==> config.mk <==
export PLATFORM = sky130hd
export DESIGN_NAME = msb_first_bit_packer_unit_flat
export DESIGN_NICKNAME = d
export VERILOG_FILES = /design/src/sv/mbp_pkg.sv /design/src/sv/mbp_if.sv /design/src/sv/mbp_front.sv /design/src/sv/mbp_queue.sv /design/src/sv/mbp_back.sv /design/src/sv/msb_first_bit_packer_unit.sv /design/src/flat_wrapper.sv
export SDC_FILE = /design/constraint.sdc
export NUM_CORES = 1
export LEC_CHECK = 0
export ABC_AREA = 1
export CORE_UTILIZATION = 58
export DETAILED_ROUTE_END_ITERATION = 7
export DONT_BUFFER_PORTS = 1
export PLACE_DENSITY = 0.73
export SLEW_MARGIN = 10
export SYNTH_ARGS = -nofsm -noshare
export SYNTH_HDL_FRONTEND = slang
export SYNTH_SLANG_ARGS = --single-unit
==> constraint.sdc <==
create_clock -name clk -period 5.55 [get_ports clk]
set_clock_uncertainty 0.2 [all_clocks]
set_input_delay 0.2775 -clock clk [delete_from_list [all_inputs] [get_ports clk]]
set_output_delay 0.2775 -clock clk [all_outputs]
set_load 0.03 [all_outputs]
==> src/sv/mbp_pkg.sv <==
// Shared types and constants of the MSB-first bit packer.
package mbp_pkg;

  localparam int WordW  = 32;
  localparam int ByteW  = 8;
  localparam int CountW = 6;
  localparam int FillW  = 3;
  localparam int NbyteW = 3;

  localparam logic [CountW-1:0] MaxCount = 6'd32;

  typedef enum logic [1:0] {
    OP_PACK  = 2'd0,
    OP_RAW   = 2'd1,
    OP_MARK  = 2'd2,
    OP_QUERY = 2'd3
  } op_t;

  // One job handed from the front end to the back end.
  typedef struct packed {
    logic              is_pack;
    logic              byte_valid;
    logic [WordW-1:0]  word;
    logic [FillW-1:0]  fill;
    logic [NbyteW-1:0] nbytes;
    logic [WordW-1:0]  total;
    logic [WordW-1:0]  since;
  } job_t;

endpackage

==> src/sv/mbp_if.sv <==
// Valid/ready channel interfaces for input items and result items.
interface mbp_in_if;
  logic        valid;
  logic        ready;
  logic [1:0]  operation;
  logic [31:0] value;
  logic [5:0]  bit_count;
  logic [5:0]  start_bit;

  modport source (output valid, operation, value, bit_count, start_bit, input ready);
  modport sink (input valid, operation, value, bit_count, start_bit, output ready);
endinterface

interface mbp_out_if;
  logic        valid;
  logic        ready;
  logic [7:0]  out_byte;
  logic        byte_valid;
  logic [31:0] total_bits;
  logic [31:0] bits_since_mark;
  logic        last;

  modport source (output valid, out_byte, byte_valid, total_bits, bits_since_mark, last,
                  input ready);
  modport sink (input valid, out_byte, byte_valid, total_bits, bits_since_mark, last,
                output ready);
endinterface

==> src/sv/mbp_front.sv <==
// Front end: accepts items, keeps the counters and fill level, and builds jobs.
module mbp_front (
  input  logic          clk,
  input  logic          rst,
  mbp_in_if.sink        in_item,
  input  logic          q_full,
  output logic          push,
  output mbp_pkg::job_t push_job
);
  import mbp_pkg::*;

  logic [FillW-1:0]    fill_count, fill_count_next;
  logic [WordW-1:0]    bit_total, bit_total_next;
  logic [WordW-1:0]    since_mark, since_mark_next;
  logic [CountW-1:0]   count_sat;
  logic [2*WordW-1:0]  shifted;
  logic [WordW-1:0]    field;
  logic [CountW-1:0]   fill_sum;
  logic                accept;
  op_t                 op;

  assign op            = op_t'(in_item.operation);
  assign in_item.ready = !q_full;
  assign accept        = in_item.valid && in_item.ready;

  always_comb begin
    count_sat = (in_item.bit_count > MaxCount) ? MaxCount : in_item.bit_count;
    // Left-justify the field so that position start_bit lands in bit 31;
    // positions outside the word shift in as zeros.
    shifted = {in_item.value, {WordW{1'b0}}} >> ({1'b0, in_item.start_bit} + 7'd1);
    field   = shifted[WordW-1:0] & ~({WordW{1'b1}} >> count_sat);
    fill_sum = {{(CountW-FillW){1'b0}}, fill_count} + count_sat;

    fill_count_next = fill_count;
    bit_total_next  = bit_total;
    since_mark_next = since_mark;
    push            = 1'b0;

    push_job.is_pack    = 1'b0;
    push_job.byte_valid = 1'b1;
    push_job.word       = field;
    push_job.fill       = fill_count;
    push_job.nbytes     = fill_sum[CountW-1:FillW];

    unique case (op)
      OP_PACK: begin
        fill_count_next  = fill_sum[FillW-1:0];
        bit_total_next   = bit_total + {{(WordW-CountW){1'b0}}, count_sat};
        since_mark_next  = since_mark + {{(WordW-CountW){1'b0}}, count_sat};
        push             = accept;
        push_job.is_pack = 1'b1;
      end
      OP_RAW: begin
        bit_total_next  = bit_total + {{(WordW-CountW){1'b0}}, count_sat};
        since_mark_next = since_mark + {{(WordW-CountW){1'b0}}, count_sat};
        push            = accept;
        push_job.word   = {in_item.value[ByteW-1:0], {(WordW-ByteW){1'b0}}};
        push_job.nbytes = NbyteW'(1);
      end
      OP_MARK: begin
        since_mark_next = '0;
      end
      OP_QUERY: begin
        push                = accept;
        push_job.byte_valid = 1'b0;
        push_job.word       = '0;
        push_job.nbytes     = NbyteW'(1);
      end
      default: begin
        push = 1'b0;
      end
    endcase

    push_job.total = bit_total_next;
    push_job.since = since_mark_next;
  end

  always_ff @(posedge clk) begin
    if (rst) begin
      fill_count <= '0;
      bit_total  <= '0;
      since_mark <= '0;
    end else if (accept) begin
      fill_count <= fill_count_next;
      bit_total  <= bit_total_next;
      since_mark <= since_mark_next;
    end
  end

endmodule

==> src/sv/mbp_queue.sv <==
// Small first-in first-out job queue between the front and back ends.
module mbp_queue #(
  parameter int DEPTH = 2
) (
  input  logic          clk,
  input  logic          rst,
  input  logic          push,
  input  mbp_pkg::job_t push_job,
  output logic          full,
  input  logic          pop,
  output mbp_pkg::job_t pop_job,
  output logic          empty
);
  import mbp_pkg::*;

  localparam int PtrW = $clog2(DEPTH);
  localparam int CntW = $clog2(DEPTH + 1);
  localparam logic [PtrW-1:0] LastPtr = PtrW'(DEPTH - 1);
  localparam logic [CntW-1:0] FullCnt = CntW'(DEPTH);

  job_t            entries [DEPTH];
  logic [PtrW-1:0] wr_ptr;
  logic [PtrW-1:0] rd_ptr;
  logic [CntW-1:0] count;
  logic            do_push;
  logic            do_pop;

  assign full    = (count == FullCnt);
  assign empty   = (count == '0);
  assign do_push = push && !full;
  assign do_pop  = pop && !empty;
  assign pop_job = entries[rd_ptr];

  always_ff @(posedge clk) begin
    if (do_push) begin
      entries[wr_ptr] <= push_job;
    end
  end

  always_ff @(posedge clk) begin
    if (rst) begin
      wr_ptr <= '0;
      rd_ptr <= '0;
      count  <= '0;
    end else begin
      if (do_push) begin
        wr_ptr <= (wr_ptr == LastPtr) ? '0 : wr_ptr + 1'b1;
      end
      if (do_pop) begin
        rd_ptr <= (rd_ptr == LastPtr) ? '0 : rd_ptr + 1'b1;
      end
      if (do_push && !do_pop) begin
        count <= count + 1'b1;
      end else if (do_pop && !do_push) begin
        count <= count - 1'b1;
      end
    end
  end

endmodule

==> src/sv/mbp_back.sv <==
// Back end: merges jobs with the partial byte and emits one byte per cycle while the result side is ready.
module mbp_back (
  input  logic          clk,
  input  logic          rst,
  input  logic          q_empty,
  input  mbp_pkg::job_t pop_job,
  output logic          pop,
  mbp_out_if.source     result
);
  import mbp_pkg::*;

  localparam int AccW = WordW + ByteW;

  logic              busy;
  logic              is_pack;
  logic              byte_valid;
  logic [AccW-1:0]   acc;
  logic [NbyteW-1:0] remaining;
  logic [WordW-1:0]  total;
  logic [WordW-1:0]  since;
  logic [ByteW-1:0]  partial_byte;
  logic              out_valid;
  logic              emit;
  logic [ByteW-1:0]  keep;
  logic [AccW-1:0]   merged;

  assign pop  = !busy && !q_empty;
  assign emit = busy && (!out_valid || result.ready);

  always_comb begin
    keep = '0;
    if (pop_job.is_pack) begin
      keep = partial_byte & ~({ByteW{1'b1}} >> pop_job.fill);
    end
    // Raw and query jobs carry their byte in the top of the word; their fill is ignored here.
    merged = {keep, {WordW{1'b0}}} |
             ({pop_job.word, {ByteW{1'b0}}} >> (pop_job.is_pack ? pop_job.fill : '0));
  end

  always_ff @(posedge clk) begin
    if (rst) begin
      busy      <= 1'b0;
      out_valid <= 1'b0;
    end else begin
      if (pop) begin
        busy <= (pop_job.nbytes != '0);
      end else if (emit && remaining == NbyteW'(1)) begin
        busy <= 1'b0;
      end
      if (emit) begin
        out_valid <= 1'b1;
      end else if (result.ready) begin
        out_valid <= 1'b0;
      end
    end
  end

  always_ff @(posedge clk) begin
    if (pop) begin
      is_pack    <= pop_job.is_pack;
      byte_valid <= pop_job.byte_valid;
      acc        <= merged;
      remaining  <= pop_job.nbytes;
      total      <= pop_job.total;
      since      <= pop_job.since;
      // A pack job that completes no byte only refills the partial byte.
      if (pop_job.is_pack && pop_job.nbytes == '0) begin
        partial_byte <= merged[AccW-1 -: ByteW];
      end
    end else if (emit) begin
      acc       <= acc << ByteW;
      remaining <= remaining - 1'b1;
      if (is_pack && remaining == NbyteW'(1)) begin
        partial_byte <= acc[AccW-ByteW-1 -: ByteW];
      end
    end
  end

  always_ff @(posedge clk) begin
    if (emit) begin
      result.out_byte        <= acc[AccW-1 -: ByteW];
      result.byte_valid      <= byte_valid;
      result.total_bits      <= total;
      result.bits_since_mark <= since;
      result.last            <= (remaining == NbyteW'(1));
    end
  end

  assign result.valid = out_valid;

endmodule

==> src/sv/msb_first_bit_packer_unit.sv <==
// MSB-first bit packer: an item is classified on transfer and, but for a mark, queued
// as a job; results leave through a registered output, one byte per cycle while the
// receiver is ready. The back end loads a job and then emits its results in turn;
// the front end keeps accepting items while the queue has room.
// Mark items need no back-end time.
// Reset (rst, synchronous) clears the counters, the fill level, the queue and the output.
module msb_first_bit_packer_unit #(
  parameter int QUEUE_DEPTH = 2
) (
  input  logic      clk,
  input  logic      rst,
  mbp_in_if.sink    in_item,
  mbp_out_if.source result
);
  import mbp_pkg::*;

  logic q_full;
  logic q_empty;
  logic push;
  logic pop;
  job_t push_job;
  job_t pop_job;

  mbp_front u_front (
    .clk      (clk),
    .rst      (rst),
    .in_item  (in_item),
    .q_full   (q_full),
    .push     (push),
    .push_job (push_job)
  );

  mbp_queue #(
    .DEPTH (QUEUE_DEPTH)
  ) u_queue (
    .clk      (clk),
    .rst      (rst),
    .push     (push),
    .push_job (push_job),
    .full     (q_full),
    .pop      (pop),
    .pop_job  (pop_job),
    .empty    (q_empty)
  );

  mbp_back u_back (
    .clk     (clk),
    .rst     (rst),
    .q_empty (q_empty),
    .pop_job (pop_job),
    .pop     (pop),
    .result  (result)
  );

endmodule

==> src/flat_wrapper.sv <==
// flat-port wrapper written by rule: the top's interface ports become plain ports
module msb_first_bit_packer_unit_flat import mbp_pkg::*;
#(
  parameter int QUEUE_DEPTH = 2
)
  (clk, rst, in_item_valid, in_item_operation, in_item_value, in_item_bit_count, in_item_start_bit, in_item_ready, result_valid, result_out_byte, result_byte_valid, result_total_bits, result_bits_since_mark, result_last, result_ready);
  mbp_in_if in_item_i ();
  mbp_out_if result_i ();
  input  logic clk;
  input  logic rst;
  input wire logic [$bits(in_item_i.valid)-1:0] in_item_valid;
  input wire logic [$bits(in_item_i.operation)-1:0] in_item_operation;
  input wire logic [$bits(in_item_i.value)-1:0] in_item_value;
  input wire logic [$bits(in_item_i.bit_count)-1:0] in_item_bit_count;
  input wire logic [$bits(in_item_i.start_bit)-1:0] in_item_start_bit;
  output wire logic [$bits(in_item_i.ready)-1:0] in_item_ready;
  output wire logic [$bits(result_i.valid)-1:0] result_valid;
  output wire logic [$bits(result_i.out_byte)-1:0] result_out_byte;
  output wire logic [$bits(result_i.byte_valid)-1:0] result_byte_valid;
  output wire logic [$bits(result_i.total_bits)-1:0] result_total_bits;
  output wire logic [$bits(result_i.bits_since_mark)-1:0] result_bits_since_mark;
  output wire logic [$bits(result_i.last)-1:0] result_last;
  input wire logic [$bits(result_i.ready)-1:0] result_ready;
  assign in_item_i.valid = in_item_valid;
  assign in_item_i.operation = in_item_operation;
  assign in_item_i.value = in_item_value;
  assign in_item_i.bit_count = in_item_bit_count;
  assign in_item_i.start_bit = in_item_start_bit;
  assign in_item_ready = in_item_i.ready;
  assign result_valid = result_i.valid;
  assign result_out_byte = result_i.out_byte;
  assign result_byte_valid = result_i.byte_valid;
  assign result_total_bits = result_i.total_bits;
  assign result_bits_since_mark = result_i.bits_since_mark;
  assign result_last = result_i.last;
  assign result_i.ready = result_ready;
  msb_first_bit_packer_unit #(.QUEUE_DEPTH(QUEUE_DEPTH)) u_core (.clk(clk), .rst(rst), .in_item(in_item_i), .result(result_i));
endmodule
# After elaboration in Yosys (flattened, before gate mapping)
# Memories as Yosys holds them, arrays and structs flattened. A register that Yosys moved wholly into a read port is not among the register bits.
# Index checks and enable logic that the tools add are counted.
# word_totals
reg_bits	264
ram_bits	208
inputBits	50
output_inout_bits	76
word_cells	107
mem_count	1
# mem_list
name	words	word_bits	rd	rd_clocked_by_memory_dff	wr	line_no	rtl
u_core.u_queue.entries	2	104	1	1	1	mbp_queue.sv:21	job_t entries [DEPTH];
# classes
n_addsub	9
order_cmp	1
n_eq_ne	6
n_shift	4
n_mux	30
n_bitwise	5
n_reduce_logical	31
# op_table
op	n
case mux 32 bit (2 select lines)	2
two-way mux 40 bit	2
adder 32 x 6 -> 32 bit	2
right shift 64 x 7 -> 32 bit	1
two-way mux 8 bit	5
bitwise OR 40 bit	1
right shift 40 x 3 -> 40 bit	1
bitwise AND 32 bit	1
two-way mux 32 bit	1
inverter 32 bit	1
right shift 32 x 6 -> 32 bit, first input constant	1
two-way mux 1 bit	13
two-way mux 3 bit	4
logical AND 1 bit	10
nonzero test 2 bit	5
bitwise AND 8 bit	1
inverter 8 bit	1
right shift 8 x 3 -> 8 bit, first input constant	1
adder 6 x 1 -> 7 bit, second input constant	1
adder 3 x 6 -> 6 bit	1
== test 2 bit, second input constant	3
greater-than comparator 6 bit, second input constant	1
zero test 1 bit	6
two-way mux 6 bit	1
16 further kinds	20

# Logic depth before layout (Yosys ltp)
# depth
depth_word	9
ltp_mapped	17

# By module
# Synthesis repeated with hierarchy kept, for this count alone.
# hier_totals
hier_cells	2456
area_unflattened_um2	23680.2
# by_module_without_submodules
module	instances	cells_each	area_each_um2	seq_area_each_um2
mbp_front	1	1542	8185.4	1341.3
mbp_queue	1	361	7998.9	6346.1
mbp_back	1	553	7495.9	5715.5

# Worst setup path before layout
# Ideal clock, no wire load.
# synth_path
path_type	reg2reg
from	register u_core.u_queue.count[0]
to	memory u_core.u_queue.entries[1][0] in the netlist's numbering (enable)
setup_time_ns	0.569
arrival_time_ns	5.468
t_required_ns	4.781
slack_ns	-0.687
stages_incl_launch_ff	8
path_buffers	1
path_cell_list	dfxtp_1 inv_2 nand2_1 nand2_1 buf_2 nor2_1 inv_1 nor2_1
# synth_via
elab_chain_cells	7
# synth_rtl
element	line_no	rtl
start: declaration	mbp_queue.sv:24	logic [CntW-1:0] count;
start signal: assignment	mbp_queue.sv:53	count <= count + 1'b1;
start signal: assignment	mbp_queue.sv:55	count <= count - 1'b1;
== test 2 bit (*)	mbp_queue.sv:28	assign full = (count == FullCnt);
zero test 1 bit (*)	mbp_front.sv:23	assign in_item.ready = !q_full;
net in_item_ready	flat_wrapper.sv:16	output wire logic [$bits(in_item_i.ready)-1:0] in_item_ready;
logical AND 1 bit	mbp_front.sv:24	assign accept = in_item.valid && in_item.ready;
two-way mux 1 bit	mbp_front.sv:45	unique case (op)
logical AND 1 bit (*)	mbp_queue.sv:30	assign do_push = push && !full;
net u_core.u_queue.do_push	mbp_queue.sv:25	logic do_push;
two-way mux 1 bit (*)	mbp_queue.sv:35	if (do_push) begin
two-way mux 1 bit (implied by the code) (*)	mbp_queue.sv:36	entries[wr_ptr] <= push_job;
end: declaration	mbp_queue.sv:21	
# The timed path passes the listed nets; every way through them passes the cells marked *.

# Final worst setup path
# layout_path
from	register u_core.u_queue.count[0]
to	register u_core.u_front.fill_count[0]
# layout_via
elab_chain_cells	4
# layout_rtl
element	line_no	rtl
== test 2 bit	mbp_queue.sv:28	
zero test 1 bit	mbp_front.sv:23	
net in_item_ready	flat_wrapper.sv:16	
logical AND 1 bit	mbp_front.sv:24	
AND reduction 2 bit (no source line)	n/a	
end signal: assignment	mbp_front.sv:84	fill_count <= fill_count_next;
end: declaration	mbp_front.sv:12	logic [FillW-1:0] fill_count, fill_count_next;
# The timed path passes the listed nets, and every way through them passes these cells.
# A chain may end at the register's enable or synchronous reset.

==> summary.md <==
| Metric | Value |
|---|---|
| Status | finished clean |
| Yosys warns | 0 |
| Min Tclk post-route | 3.44 ns |
| I/O pin cnt | ~130 |
| Drt total wl | 58600 um |
| Largest net degree at the start of global routing | between 70 and 80 |
| Async SR Flop Fraction | 0% |
| Layout net count | between 2000 and 3000 |
| CTS sink cnt | roughly 470 |
| Min-delay worst type | input pin to flop |
| Most frequent cell after synthesis | nand2_1 |
| Leakage | around 10 nW |
| Post-Syn Area per Cell | approximately 8.9 um2 |
| Vias in the first global route | between 15000 and 20000 |
| Max stage delay cell, worst path | buf_4 |
| Count of final hold-check violations | 0 |
| Die height | between 200 and 250 um |
| PostCTS Resize Cnt | 0 |
| Seq/Total Area, Yosys | 58.1% |
| Initial core utilization | around three fifths |
| Register Area | roughly 13000 um2 |
| Area of the core | 38900 um2 |
| Buffers on Ports | 0 |
| FILL cells | around 3100 |
| Clk slew on worst S/H paths | approximately 0.060 ns |
| Synth Flop Type | edfxtp_1 |
| Rel. slew slack | approximately a quarter |
| Setup TNS | 0 ns |
| DR DRC count | 0 |
| Final Util | 64.7% |
| Final setup violation count | 0 |
| Max Buffers Root-to-Sink | 3 |
| Setup Crit Path Kind | flop to flop |
| Die area | 40600 um2 |
| H-tree depth | 2 |
| Cell taking the most area after synthesis | edfxtp_1 |
| Post-synthesis register bit count | approximately 470 |
| Worst Setup End Kind | flop |
| Most frequent cell on the critical path | nand2_1 |
| RSZ-0062 raised after global routing | no |
| Arr. time, crit path | 3.70 ns |
| CTS tree | built |
| Gp weighted congestion | about 0.96 |
| Max-slew violation count | 0 |
| Crit path largest cell delay | roughly 0.62 ns |
| Peak Freq | 291 MHz |
| Power Dens Cells | 481 nW/um2 |
| Worst Setup Start Kind | flop |
| Placed cell area | around 23000 um2 |
| Wire per inst | 18.6 um |
| Multi-input logic area | 8290 um2 |
| Top cell type's share of synthesized area | 51.6% |
| Gr usage total | approximately 29% |
| Die width | approximately 200 um |
| CP max FO | 74 |
| Clock latency on the worst-skew pair | between 0.5 and 0.6 ns |
| Final HPWL DP | ~39000 um |
| Root buf cell | clkbuf_16 |
| Number of flops mapped to enable cells by yosys | 397 |
| Slew at the pin closest to its max-slew limit | ~1.1 ns |
| Vias | around 18000 |
| Synth top area cells | edfxtp_1 (52%), nand2_1 (14%), nand3_1 (7.8%) |
| Synth-to-layout area growth | 9.03% |
| Commonest cells post-synth | nand2_1 (869), edfxtp_1 (397), nand3_1 (362) |
| Global-route wire length before repair | ~94000 um |
| Share of layout cells above drive strength 1 | approximately 5.1% |
| Fin area | 25200 um2 |
| Post-synthesis cell count | around 2600 |
| Post-synth net total | between 2000 and 3000 |
| Fin crit share | approximately three fifths |
| Worst EP required | about 5.8 ns |
| Average vias per placed instance | roughly 5.8 |
| Cells along the critical path | inv_2 > nand2_1 > nand2_2 > buf_4 > inv_1 > nand2_1 > inv_1 > nand2_1 > a21oi_1 > dlygate4sd3_1 |
| Synth unique cells | 53 |
| Final global-route overflow total | 0 |
| Max_cap viols | 0 |
| Mapped cell area | 23100 um2 |
| Num CTS Buffers | 47 |
| Post-route ant nets | 0 |
| Number of DRC markers in iteration 0 | 1904 |
| Antenna fix cells | 0 |
| Initial antenna violation count | 0 |
| Std-Cell Rows | just over 70 |
| Pre-antenna DRT Iters | 7 |
| VDD IR-drop max | 0.347 mV |
==> through the flow <==
stage,total power [mW],std cells,worst slack [ns],hold WS [ns]
2_1_floorplan,8.17,2605,1.07,0.200
3_3_place_gp,8.87,3028,2.31,0.162
3_5_place_dp,8.98,3028,2.18,0.164
4_1_cts,12.2,3143,2.17,0.000964
5_1_grt,12.7,3143,1.86,0.0285
6_report,12.1,3143,2.11,0.0288
==> what timing repair did <==
item / CTS / global route
hold endpoints to repair: 160 / 0
hold buffers: 30 / 0
buffers inserted: 0 / 0
==> sequential cells by signal, summed over array words and instances (netlist names), named ones only <==
name,flops
u_core.u_queue.entries,208
u_core.u_back.acc,39
u_core.u_back.result.bits_since_mark,32
u_core.u_back.result.total_bits,32
u_core.u_back.since,32
u_core.u_back.total,32
u_core.u_front.bit_total,32
u_core.u_front.since_mark,32
u_core.u_back.result.out_byte,8
u_core.u_back.partial_byte,7
u_core.u_back.remaining,3
u_core.u_front.fill_count,3
u_core.u_queue.count,2
u_core.u_back.busy,1
u_core.u_back.byte_valid,1
u_core.u_back.is_pack,1
u_core.u_back.result.byte_valid,1
u_core.u_back.result.last,1
u_core.u_back.result.valid,1
u_core.u_queue.rd_ptr,1
u_core.u_queue.wr_ptr,1
==> layer usage <==
layer | global-route usage, % | up-vias | share of wire, % | wire length [um]
met5 | 0 | - | 0 | 0
met4 | 8.96 | 0 | 2.7 | 1560
met3 | 5.22 | 105 | 7.7 | 4520
met2 | 44.9 | 750 | 45 | 26200
met1 | 42.7 | 8635 | 45 | 26300
li1 | - | 8785 | - | -
==> path summary, 6_finish.rpt <==
path | startpoint | end | depth (start not counted) | slack, ns
worst max-delay path | u_core.u_queue.count[0] | u_core.u_front.fill_count[0] | 10 | 2.11
worst min-delay path | in_item_bit_count[5] | u_core.u_queue.entries[0][76] | 4 | 0.03
worst min register to register | u_core.u_back.since[28] | u_core.u_back.result.bits_since_mark[28] | 0 | 0.22
worst max register to register | u_core.u_queue.count[0] | u_core.u_front.fill_count[0] | 10 | 2.11
==> critical path: cells and delay by family (launching register included) <==
family	cells	cell delay, ns
and+or+nand+nor	4	0.76
AOI/OAI and AO/OA	1	0.05
DFF	1	0.31
buffers and inverters	5	1.96
==> placed cells by master, fill, tap and decap left out, drive strengths merged, types with 44 or more instances in the layout <==
cell,n
dfxtp,74
o211ai,44
inv,229
clkbuf,53
nand2,877
a21oi,110
nand3,365
o21ai,127
edfxtp,397
nor2,147
==> final cells by class <==
class | count | area share, %
multi-input combinational | 1792 | 32.9
clock buffer | 53 | 4.76
clock inverter | 32 | 1.21
tap | 518 | 2.58
sequential | 471 | 53.3
inverter | 229 | 3.44
timing repair buffer | 48 | 1.80
==> kinds of logic after synthesis <==
family,after synthesis,synth area share (%)
buf+inv,342,6.15
mux,4,0.173
flops,471,58.1
simple gates,1452,26.6
fa+ha+maj,21,1.24
xor+xnor,8,0.304
compound gates,307,7.49
==> where the power goes <==
group	leakage, nW	switching (mW)	internal, mW
logic	5.34	2.13	0.757
clock network	0.728	1.33	1.79
registers	4.39	0.789	5.31
Note: power is estimated with default switching activity, not from simulation.
